<file path="src/design/grid_locator_to_latlon_unit_defines.svh">
// assertion macros for the grid locator decoder
// used by grid_locator_to_latlon_unit; expects clk and rst_n in scope
`ifndef GRID_LOCATOR_TO_LATLON_UNIT_DEFINES_SVH
`define GRID_LOCATOR_TO_LATLON_UNIT_DEFINES_SVH

// same-cycle implication, checked out of reset
`define GLL_ASSERT_NOW(label, ante, cons) \
    label: assert property (@(posedge clk) disable iff (!rst_n) (ante) |-> (cons)) \
        else $error("gll assertion failed");

// next-cycle implication, checked out of reset
`define GLL_ASSERT_NEXT(label, ante, cons) \
    label: assert property (@(posedge clk) disable iff (!rst_n) (ante) |=> (cons)) \
        else $error("gll assertion failed");

`endif

</file>
<file path="src/design/gll_pkg.sv">
// types, constants and helpers for the grid locator decoder
// no dependencies; used by gll_char_decode and grid_locator_to_latlon_unit
`default_nettype none

package gll_pkg;

    localparam int unsigned NUM_CHARS = 10;

    typedef enum logic [1:0] {
        STATUS_OK       = 2'd0,
        STATUS_BAD_LEN  = 2'd1,
        STATUS_BAD_CHAR = 2'd2
    } status_t;

    typedef enum logic [1:0] {
        CLASS_FIELD,
        CLASS_DIGIT,
        CLASS_SUB
    } char_class_t;

    typedef struct packed {
        logic [3:0] locator_length;
        logic [7:0] loc_char_0;
        logic [7:0] loc_char_1;
        logic [7:0] loc_char_2;
        logic [7:0] loc_char_3;
        logic [7:0] loc_char_4;
        logic [7:0] loc_char_5;
        logic [7:0] loc_char_6;
        logic [7:0] loc_char_7;
        logic [7:0] loc_char_8;
        logic [7:0] loc_char_9;
    } loc_word_t;

    typedef struct packed {
        logic signed [19:0] lat_units;
        logic signed [19:0] lon_units;
        status_t            status;
    } pos_word_t;

    localparam logic [7:0] CHAR_ZERO    = 8'h30;
    localparam logic [7:0] CHAR_NINE    = 8'h39;
    localparam logic [7:0] CHAR_FIVE    = 8'h35;
    localparam logic [7:0] CHAR_UPPER_A = 8'h41;
    localparam logic [7:0] CHAR_UPPER_L = 8'h4C;
    localparam logic [7:0] CHAR_UPPER_R = 8'h52;
    localparam logic [7:0] CHAR_UPPER_X = 8'h58;
    localparam logic [7:0] CHAR_LOWER_A = 8'h61;
    localparam logic [7:0] CHAR_LOWER_Z = 8'h7A;
    localparam logic [7:0] CASE_GAP     = 8'h20;

    localparam logic [3:0] LEN_MIN = 4'd4;
    localparam logic [3:0] LEN_MAX = 4'd10;

    localparam logic [19:0] FIELD_WEIGHT  = 20'd57600;
    localparam logic [19:0] SQUARE_WEIGHT = 20'd5760;
    localparam logic [12:0] SUB_WEIGHT    = 13'd240;
    localparam logic [12:0] EXT_WEIGHT    = 13'd24;
    localparam logic [19:0] OFFSET_UNITS  = 20'd518400;

    localparam logic signed [19:0] UNITS_MIN = -20'sd518400;
    localparam logic signed [19:0] UNITS_MAX = 20'sd518399;

    function automatic char_class_t pos_class(input int unsigned pos);
        char_class_t cls;
        case (pos)
            0, 1:          cls = CLASS_FIELD;
            2, 3, 6, 7:    cls = CLASS_DIGIT;
            default:       cls = CLASS_SUB;
        endcase
        return cls;
    endfunction

    // square-centre padding for characters past the length
    function automatic logic [7:0] pad_char(input char_class_t cls);
        logic [7:0] pc;
        case (cls)
            CLASS_DIGIT: pc = CHAR_FIVE;
            CLASS_FIELD: pc = CHAR_UPPER_L;
            CLASS_SUB:   pc = CHAR_UPPER_L;
            default:     pc = CHAR_UPPER_L;
        endcase
        return pc;
    endfunction

endpackage

`default_nettype wire

</file>
<file path="src/design/gll_char_decode.sv">
// decodes one locator character to its digit value and a legality flag
// depends on gll_pkg
`default_nettype none

module gll_char_decode (
    input  logic                 used,
    input  logic [7:0]           ch,
    input  gll_pkg::char_class_t char_class,
    output logic [4:0]           digit,
    output logic                 ok
);

    logic [7:0] eff;
    logic [7:0] fold;

    always_comb
    begin
        eff  = used ? ch : gll_pkg::pad_char(char_class);
        // case fold only matters for letter positions
        fold = (eff >= gll_pkg::CHAR_LOWER_A && eff <= gll_pkg::CHAR_LOWER_Z)
             ? eff - gll_pkg::CASE_GAP : eff;
        case (char_class)
            gll_pkg::CLASS_DIGIT:
            begin
                ok    = (eff >= gll_pkg::CHAR_ZERO) && (eff <= gll_pkg::CHAR_NINE);
                digit = 5'(eff - gll_pkg::CHAR_ZERO);
            end
            gll_pkg::CLASS_FIELD:
            begin
                ok    = (fold >= gll_pkg::CHAR_UPPER_A) && (fold <= gll_pkg::CHAR_UPPER_R);
                digit = 5'(fold - gll_pkg::CHAR_UPPER_A);
            end
            gll_pkg::CLASS_SUB:
            begin
                ok    = (fold >= gll_pkg::CHAR_UPPER_A) && (fold <= gll_pkg::CHAR_UPPER_X);
                digit = 5'(fold - gll_pkg::CHAR_UPPER_A);
            end
            default:
            begin
                ok    = (fold >= gll_pkg::CHAR_UPPER_A) && (fold <= gll_pkg::CHAR_UPPER_X);
                digit = 5'(fold - gll_pkg::CHAR_UPPER_A);
            end
        endcase
    end

endmodule

`default_nettype wire

</file>
<file path="src/design/grid_locator_to_latlon_unit.sv">
// Grid locator decoder: an even-length 4..10 character locator in, latitude in
// 1/5760 degree and longitude in 1/2880 degree out, with a status code for bad
// length or bad characters. It takes one locator per cycle. Stage one decodes the
// ten characters, stage two forms the weighted partial sums, stage three adds them,
// removes the offset, zeroes an error result and holds the output word. Each stage
// stalls on its own, so a full pipeline keeps one word per cycle as long as the
// output side takes one per cycle. Depends on gll_pkg and gll_char_decode.
`default_nettype none

module grid_locator_to_latlon_unit (
    input  logic               clk,
    input  logic               rst_n,
    input  logic               loc_valid,
    output logic               loc_ready,
    input  gll_pkg::loc_word_t loc_word,
    output logic               pos_valid,
    input  logic               pos_ready,
    output gll_pkg::pos_word_t pos_word
);

    `include "grid_locator_to_latlon_unit_defines.svh"

    logic [7:0] chars [gll_pkg::NUM_CHARS];
    logic [4:0] digit_next [gll_pkg::NUM_CHARS];
    logic       ok_next [gll_pkg::NUM_CHARS];
    logic [gll_pkg::NUM_CHARS-1:0] ok_vec;

    assign chars[0] = loc_word.loc_char_0;
    assign chars[1] = loc_word.loc_char_1;
    assign chars[2] = loc_word.loc_char_2;
    assign chars[3] = loc_word.loc_char_3;
    assign chars[4] = loc_word.loc_char_4;
    assign chars[5] = loc_word.loc_char_5;
    assign chars[6] = loc_word.loc_char_6;
    assign chars[7] = loc_word.loc_char_7;
    assign chars[8] = loc_word.loc_char_8;
    assign chars[9] = loc_word.loc_char_9;

    for (genvar i = 0; i < gll_pkg::NUM_CHARS; i++)
    begin : g_char
        gll_char_decode u_dec (
            .used       (4'(i) < loc_word.locator_length),
            .ch         (chars[i]),
            .char_class (gll_pkg::pos_class(i)),
            .digit      (digit_next[i]),
            .ok         (ok_next[i])
        );
        assign ok_vec[i] = ok_next[i];
    end

    // stall control, one ready per stage
    logic ready1, ready2, ready3;
    logic v1_reg, v2_reg, v3_reg;

    assign ready3    = pos_ready || !v3_reg;
    assign ready2    = ready3 || !v2_reg;
    assign ready1    = ready2 || !v1_reg;
    assign loc_ready = ready1;

    // stage one: decoded digits and flags
    logic [4:0] digit_reg [gll_pkg::NUM_CHARS];
    logic       bad_len_reg, bad_char_reg;
    logic       bad_len_next, bad_char_next;

    assign bad_len_next = (loc_word.locator_length < gll_pkg::LEN_MIN)
                       || (loc_word.locator_length > gll_pkg::LEN_MAX)
                       || loc_word.locator_length[0];
    assign bad_char_next = !(&ok_vec);

    always_ff @(posedge clk or negedge rst_n)
    begin
        if (!rst_n)
        begin
            v1_reg <= 1'b0;
        end
        else if (ready1)
        begin
            v1_reg <= loc_valid;
        end
    end

    always_ff @(posedge clk)
    begin
        if (ready1 && loc_valid)
        begin
            digit_reg    <= digit_next;
            bad_len_reg  <= bad_len_next;
            bad_char_reg <= bad_char_next;
        end
    end

    // stage two: weighted partial sums, even positions longitude, odd latitude
    logic [19:0]          lat_hi_reg, lon_hi_reg, lat_hi_next, lon_hi_next;
    logic [12:0]          lat_lo_reg, lon_lo_reg, lat_lo_next, lon_lo_next;
    gll_pkg::status_t     status_reg, status_next;

    always_comb
    begin
        lon_hi_next = 20'(digit_reg[0]) * gll_pkg::FIELD_WEIGHT
                    + 20'(digit_reg[2]) * gll_pkg::SQUARE_WEIGHT;
        lat_hi_next = 20'(digit_reg[1]) * gll_pkg::FIELD_WEIGHT
                    + 20'(digit_reg[3]) * gll_pkg::SQUARE_WEIGHT;
        lon_lo_next = 13'(digit_reg[4]) * gll_pkg::SUB_WEIGHT
                    + 13'(digit_reg[6]) * gll_pkg::EXT_WEIGHT
                    + 13'(digit_reg[8]);
        lat_lo_next = 13'(digit_reg[5]) * gll_pkg::SUB_WEIGHT
                    + 13'(digit_reg[7]) * gll_pkg::EXT_WEIGHT
                    + 13'(digit_reg[9]);
        // length error wins over character error
        if (bad_len_reg)
            status_next = gll_pkg::STATUS_BAD_LEN;
        else if (bad_char_reg)
            status_next = gll_pkg::STATUS_BAD_CHAR;
        else
            status_next = gll_pkg::STATUS_OK;
    end

    always_ff @(posedge clk or negedge rst_n)
    begin
        if (!rst_n)
        begin
            v2_reg <= 1'b0;
        end
        else if (ready2)
        begin
            v2_reg <= v1_reg;
        end
    end

    always_ff @(posedge clk)
    begin
        if (ready2 && v1_reg)
        begin
            lat_hi_reg <= lat_hi_next;
            lon_hi_reg <= lon_hi_next;
            lat_lo_reg <= lat_lo_next;
            lon_lo_reg <= lon_lo_next;
            status_reg <= status_next;
        end
    end

    // stage three: final sum, south-west origin offset removed, error zeroing
    gll_pkg::pos_word_t out_reg, out_next;
    logic [19:0]        lat_sum, lon_sum;

    always_comb
    begin
        lat_sum = lat_hi_reg + 20'(lat_lo_reg) - gll_pkg::OFFSET_UNITS;
        lon_sum = lon_hi_reg + 20'(lon_lo_reg) - gll_pkg::OFFSET_UNITS;
        out_next.status = status_reg;
        if (status_reg == gll_pkg::STATUS_OK)
        begin
            out_next.lat_units = $signed(lat_sum);
            out_next.lon_units = $signed(lon_sum);
        end
        else
        begin
            out_next.lat_units = '0;
            out_next.lon_units = '0;
        end
    end

    always_ff @(posedge clk or negedge rst_n)
    begin
        if (!rst_n)
        begin
            v3_reg <= 1'b0;
        end
        else if (ready3)
        begin
            v3_reg <= v2_reg;
        end
    end

    always_ff @(posedge clk)
    begin
        if (ready3 && v2_reg)
        begin
            out_reg <= out_next;
        end
    end

    assign pos_valid = v3_reg;
    assign pos_word  = out_reg;

    // an accepted word always lands in stage one
    `GLL_ASSERT_NEXT(a_accept_fills_s1, loc_valid && loc_ready, v1_reg)
    // a stalled middle stage keeps its word
    `GLL_ASSERT_NEXT(a_s2_holds, v2_reg && !ready3, v2_reg && $stable(status_reg) && $stable(lat_hi_reg))
    // a good result lies inside the coordinate range, an error result is zero
    `GLL_ASSERT_NOW(a_ok_range, pos_valid && pos_word.status == gll_pkg::STATUS_OK, (pos_word.lat_units >= gll_pkg::UNITS_MIN) && (pos_word.lat_units <= gll_pkg::UNITS_MAX) && (pos_word.lon_units >= gll_pkg::UNITS_MIN) && (pos_word.lon_units <= gll_pkg::UNITS_MAX))
    `GLL_ASSERT_NOW(a_err_zero, pos_valid && pos_word.status != gll_pkg::STATUS_OK, pos_word.lat_units == 20'sd0 && pos_word.lon_units == 20'sd0)

endmodule

`default_nettype wire
</file>
<file path="config.mk">
export PLATFORM = sky130hd
export DESIGN_NAME = grid_locator_to_latlon_unit
export DESIGN_NICKNAME = d
export VERILOG_FILES = /design/src/design/gll_pkg.sv /design/src/design/gll_char_decode.sv /design/src/design/grid_locator_to_latlon_unit.sv
export VERILOG_INCLUDE_DIRS = /design/src /design/src/design
export SDC_FILE = /design/constraint.sdc
export NUM_CORES = 1
export LEC_CHECK = 0
export BUFFER_PORTS_ARGS = -buffer_cell sky130_fd_sc_hd__clkbuf_2
export CORE_MARGIN = 2
export CORE_UTILIZATION = 60
export DETAILED_ROUTE_END_ITERATION = 6
export PLACE_DENSITY = 0.9
export SYNTH_ARGS = -nofsm -noshare
export SYNTH_HDL_FRONTEND = slang
export SYNTH_SLANG_ARGS = --single-unit
</file>
<file path="constraint.sdc">
create_clock -name clk -period 4.98 [get_ports clk]
set_input_delay 0 -clock clk [delete_from_list [all_inputs] [get_ports clk]]
set_output_delay 0 -clock clk [all_outputs]
set_load 0.01 [all_outputs]
</file>
# Word-level counts from Yosys, hierarchy flattened
# Index checks and enable logic that the tools add are counted.
word_totals:
  register_bits: 165
  in_bits: 88
  output_inout_bits: 44
  word_cells: 148
classes:
  addsub: 26
  multipliers: 8
  order_cmp: 44
  mux: 17
  reduce_logical: 30
ops:
  columns: ["cell", "count"]
  rows:
  - ["$mux 8", 16]
  - ["$ge 8x7->1 const B", 12]
  - ["$le 8x7->1 const B", 12]
  - ["$sub 8x6->8 const B", 6]
  - ["$add 20x13->20", 2]
  - ["$add 20x18->20", 2]
  - ["$sub 20x19->20 const B", 2]
  - ["$ge 8x6->1 const B", 4]
  - ["$le 8x6->1 const B", 4]
  - ["$sub 5x1->5 const B", 6]
  - ["$add 13x10->13", 2]
  - ["$add 13x5->13", 2]
  - ["$mul 5x8->12 const B", 2]
  - ["$mul 5x6->11 const B", 2]
  - ["$sub 5x5->5 const B", 4]
  - ["$logic_and 1x1->1", 19]
  - ["$mul 5x4->9 const B", 2]
  - ["$lt 3x4->1 const A", 4]
  - ["$mul 5x2->7 const B", 2]
  - ["$reduce_and 10->1", 1]
  - ["$lt 1x4->1 const A", 2]
  - ["$lt 2x4->1 const A", 2]
  - ["$lt 4x4->1 const A", 2]
  - ["$logic_or 1x1->1", 5]
  - ["other kinds (5)", 8]

# Logic depth before layout (Yosys ltp)
logic_depth:
  ltp_word: 9
  ltp_mapped: 16
  depth_no_buf: 16

# Modules after synthesis
# A second synthesis with hierarchy kept.
hier_totals:
  cells_unflattened: 1497
  area_unflattened_um2: 14631.5
by_module_without_submodules:
  columns: ["mod", "n_inst", "cells_per_inst", "area_each_um2", "seq_area_each_um2"]
  rows:
  - ["grid_locator_to_latlon_unit", 1, 907, 10565.1, 4519.3]
  - ["gll_char_decode", 10, 59, 406.6, 0.0]

# Worst setup path before layout
# No wires, ideal clock.
synth_path:
  kind: "flip-flop to flip-flop"
  start: "register digit_reg[38] (netlist bit)"
  end: "register lon_hi_reg[19] (data pin)"
  setup_ns: 0.260
  t_arrival_ns: 3.572
  t_required_ns: 4.720
  path_slack_ns: 1.148
  path_stages_with_launch: 15
  path_buffers: 0
  period_less_slack_ns: 3.832
  path_cell_list: "edfxtp_1 -> ha_1 -> ha_1 -> fa_1 -> ha_1 -> nor2b_1 -> o21ai_0 -> and3_1 -> nor2_1 -> ha_1 -> a21oi_1 -> or4b_1 -> nand4_1 -> a21oi_1 -> xnor2_1"
synth_between:
  elab_chain_cells: 2
synth_rtl:
  columns: ["item", "line_no", "source"]
  rows:
  - ["from (decl)", "grid_locator_to_latlon_unit.sv:61", "logic [4:0] digit_reg [gll_pkg::NUM_CHARS];"]
  - ["from (signal assigned)", "grid_locator_to_latlon_unit.sv:86", "digit_reg <= digit_next;"]
  - ["$mul 5x6->11", "grid_locator_to_latlon_unit.sv:100", "+ 20'(digit_reg[2]) * gll_pkg::SQUARE_WEIGHT;"]
  - ["$add 20x18->20", "grid_locator_to_latlon_unit.sv:100", null]
  - ["named net lon_hi_next[19]", "grid_locator_to_latlon_unit.sv:93", "logic [19:0] lat_hi_reg, lon_hi_reg, lat_hi_next, lon_hi_next;"]
  - ["to (signal assigned)", "grid_locator_to_latlon_unit.sv:135", "lon_hi_reg <= lon_hi_next;"]
  - ["to (decl)", "grid_locator_to_latlon_unit.sv:93", null]
# The timed path passes the listed nets, and every way through them passes these cells.
# A chain may end at the register's enable or synchronous reset.

# Final worst setup path
layout_path:
  start: "register digit_reg[39] (netlist bit)"
  end: "register lon_hi_reg[19] (data pin)"
# The elaborated chain is that of the path after synthesis.

==> impl_summary.md <==
Place
The HPWL reported at the end of detailed placement is 18600 um. Input and output buffers added on the ports amount to 131. Routability-driven placement finished with a final weighted congestion of 0.871. The worst slack after detailed placement is 945 ps.

Layout
Compared with the post-synthesis result, the final layout area differs by 16.8%. The filler cells instantiated in the layout total 1300. The repair_antennas step left the layout with diodes totalling 0. Of the cells placed in the final design, the portion with a size suffix greater than 1 is 0.139.

Measured on the finished design, the core utilization comes to 0.715. For this run, the post-layout net count is 1637. The register with the most flip-flops in the layout has 50 of them.

Clock tree
The buffer count from post-CTS setup fixing is 0. No sink is reached through more buffers than the 2 on the longest clock path. The clock buffer count from CTS is 17. The number of H-tree branching levels is 4. The hold buffer count at CTS is 46.

The quantity of gates resized following cts is 0. The clock transition at the registers of the reported paths is 60 ps. The tree is rooted in a clkbuf_16. The clock latency at the later pin of the worst-skew pair is 430 ps. The CTS tree is built. The number of clock sinks is 151.

Min path
The number of cells on the worst hold path is 3. The path class of the tightest hold or removal check is in2reg.

Setup path
The classification of the worst setup path is reg2reg. On the critical path the largest part of the delay comes from adder cells. The slowest stage of the critical path is the or4b_1 cell. The endpoint class of the critical path is a register. The delay of the slowest cell on the worst path is 480 ps. The worst register-to-register path has a depth of 15.

The signal on the critical path passes through ha_1 -> ha_1 -> ha_1 -> inv_1 -> fa_1 -> nor2b_1 -> o21ai_0 -> a21oi_1 -> nor2_1 -> ha_1 -> a21oi_1 -> or4b_1 -> nand4_1 -> a21oi_1 -> xnor2_1. The critical path crosses 15 cells after its start point. The cell that appears most often on the critical path is ha_1.

Data on the critical path is required at its endpoint by 5150 ps. The launching element type of the critical path is a register. The number of buffers and inverters on the critical path is 1. Along the worst path, the maximum fanout reaches 5. STA puts the critical path data arrival time at 4290 ps.

Floorplanning
The die is 145 um tall. The die covers 21000 um2. The region available for standard cell placement spans 19500 um2.

The die is 145 um wide. The initialized floorplan defines 51 standard-cell rows. The number of top-level pins is 132.

The effective utilization at floorplan is 0.612.

Synthesis
When the netlist entered floorplanning its net count stood at 1449. In this run, synthesis produced a sequential element count of 151. Summing every instance area after synthesis gives 11900 um2.

Sorting the synthesized cells by area gives the leading types as edfxtp_1 (37%), ha_1 (21%), fa_1 (6.0%). The Yosys step of the flow raised 0 warnings. The area share of the leading cell type in the synthesized netlist is 0.373. In the synthesized netlist the dominant register cell turns out to be edfxtp_1.

The number of instances in the synthesized netlist is 1122. The synthesized netlist contains 61 unique library cells. The number of enable-type register cells in the synthesized netlist is 148. Summed over all instances, the cell type with the most area after synthesis is edfxtp_1.

In this run the mean area of a mapped cell was 10.6 um2. The proportion of synthesized flip-flops having asynchronous set or reset is 0.0199. For this run, the register share of the synthesized area comes to 0.379.

Routing
In this run, the number of DRC markers left after iteration 0 of detailed routing was 680. In the routed layout, each cell is associated on average with a via count of 5.53. The total wire length is 25400 um. For this block, the via count after detailed routing is 8776. The DRC violations left is 0. For this run, the detailed router's first-pass iteration total came to 6.

The number of nets with antenna violations after detailed routing is 0. Dividing the detail-routed wire length by the instance count gives 16.0 um.

Power and ir drop
Dividing total power by cell area gives a power density of 496 nW/um2. The design draws 6.91 mW. The worst-case IR drop observed on VDD is 325 uV. For this design the static power due to leakage is 6.32 nW.

Global route
The largest net degree at the start of global routing is 55. For this run, the total global-route usage over all layers was measured as 0.246. The overflow left after global routing is 0. The initial antenna violation count is 0. The via count of the first global-routing pass came to 9047. The wire length of the first global-routing pass is 41900 um.

Timing
After routing, the total negative slack on setup checks comes to 0 ps. The number of failing hold endpoints at the final stage came to 0. The worst-case headroom to the max-slew limit is 0.241.

For this run, the top clock speed supported by timing is 243 MHz. At the pin with the least slew margin, the transition time is 1130 ps. The clock arrives with 10.7 ps of skew.

The minimum period implied by the final worst setup slack is 4110 ps. In the finished design, the share of the clock period the worst path needs comes to 0.826. The final setup violation count is 0. The final setup slack of the worst path is 869 ps. Setup repair after global routing left no endpoint under its margin. The count of final max-slew check failures is 0.

Status
The run finished with clean final reports.

Run
The total of max-cap violations is 0.
==> synthesized netlist by cell type (4+ instances only) <==
cell / instances
and2_1: 27
fa_1: 36
nor2b_1: 25
o31a_1: 4
clkbuf_1: 4
and3_1: 5
o21ai_1: 5
a21oi_1: 52
edfxtp_1: 148
or2_2: 9
o41ai_1: 6
nand2b_1: 15
a21boi_0: 4
nand4_1: 4
o31ai_1: 4
nor2_1: 98
nand2_1: 54
nand3_1: 12
ha_1: 203
nor3_1: 33
o211ai_1: 6
xor2_1: 29
a21o_1: 15
xnor2_1: 65
o21ai_0: 29
o21bai_1: 6
a31oi_1: 6
inv_1: 146
o22ai_1: 5
nor3b_1: 5
o21a_1: 18
==> stage by stage <==
stage | std cells | area, um2 | hold WS [ps]
after floorplan | 1122 | 11900 | -296
after global placement | 1510 | 12900 | -203
after detailed placement | 1510 | 12900 | -198
after CTS | 1588 | 13900 | 0.0193
after global routing | 1588 | 13900 | 29.6
final | 1588 | 13900 | 15.4
==> per-layer routing <==
| layer | wire length, um | track usage | part of all wire | vias to the layer above |
|---|---|---|---|---|
| met1 | 10400 | 0.295 | 0.41 | 4132 |
| met3 | 1460 | 0.0481 | 0.058 | 63 |
| met5 | 0 | 0 | 0 | - |
| met2 | 12800 | 0.437 | 0.51 | 287 |
| li1 | - | - | - | 4294 |
| met4 | 678 | 0.0916 | 0.027 | 0 |
==> area by class of cell <==
class	count	area [um2]	area share
clock inverters	10	119	0.00854
inverters	146	548	0.0394
well taps	265	332	0.0238
clock buffers	22	484	0.0348
flip-flops and latches	151	4520	0.325
multi-input cells	815	6790	0.488
repair buffers	179	1130	0.0812
==> where the power goes <==
part	leakage [nW]	switching [mW]	internal (mW)	total [mW]
clock network	0.290	0.512	0.792	1.30
logic	4.56	2.01	1.59	3.61
registers	1.46	0.134	1.86	2.00
==> cells in the final DEF (no fill, tap or decap), types with 9 or more instances in the layout <==
| cell | Yosys | final |
|---|---|---|
| edfxtp_1 | 148 | 148 |
| inv_1 | 146 | 146 |
| fa_1 | 36 | 36 |
| o21a_1 | 18 | 18 |
| clkbuf_2 | 0 | 131 |
| ha_1 | 203 | 203 |
| nor2b_1 | 25 | 25 |
| xnor2_1 | 65 | 65 |
| clkbuf_16 | 0 | 17 |
| nor2_1 | 98 | 98 |
| and2_1 | 27 | 24 |
| dlygate4sd3_1 | 0 | 46 |
| nor3_1 | 33 | 33 |
| o21ai_0 | 29 | 29 |
| xor2_1 | 29 | 29 |
| a21oi_1 | 52 | 52 |
| or2_2 | 9 | 9 |
| nand3_1 | 12 | 12 |
| a21o_1 | 15 | 15 |
| nand2_1 | 54 | 54 |
| nand2b_1 | 15 | 15 |
==> worst paths after layout <==
kind	from	to	slack [ps]
min in group asynchronous	rst_n	pos_valid	440
min	loc_word[44]	digit_reg[29]	20
min reg2reg	digit_reg[0]	lat_lo_reg[0]	420
max in group asynchronous	rst_n	v1_reg	4390
max reg2reg	digit_reg[39]	lon_hi_reg[19]	870
max	digit_reg[39]	lon_hi_reg[19]	870
==> worst register-to-register path, stage by stage (launching register included) <==
cell,delay (ps)
edfxtp_1,450
ha_1,350
ha_1,310
ha_1,320
inv_1,60
fa_1,460
nor2b_1,120
o21ai_0,90
a21oi_1,210
nor2_1,80
ha_1,360
a21oi_1,250
or4b_1,480
nand4_1,110
a21oi_1,80
xnor2_1,130
==> cell families (layout without fill, tap and decap cells) <==
family                     Yosys count  after routing  share of synthesized area
xor gates and xnor gates            94             94                     0.0691
DFF                                151            151                      0.379
AOI/OAI and AO/OA                  179            179                     0.0985
muxes                                1              1                   0.000840
adders and majority gates          239            239                      0.274
buffers and inverters              156            357                     0.0515
and+or+nand+nor                    302            302                      0.127
(Power assumes the default switching activity.)
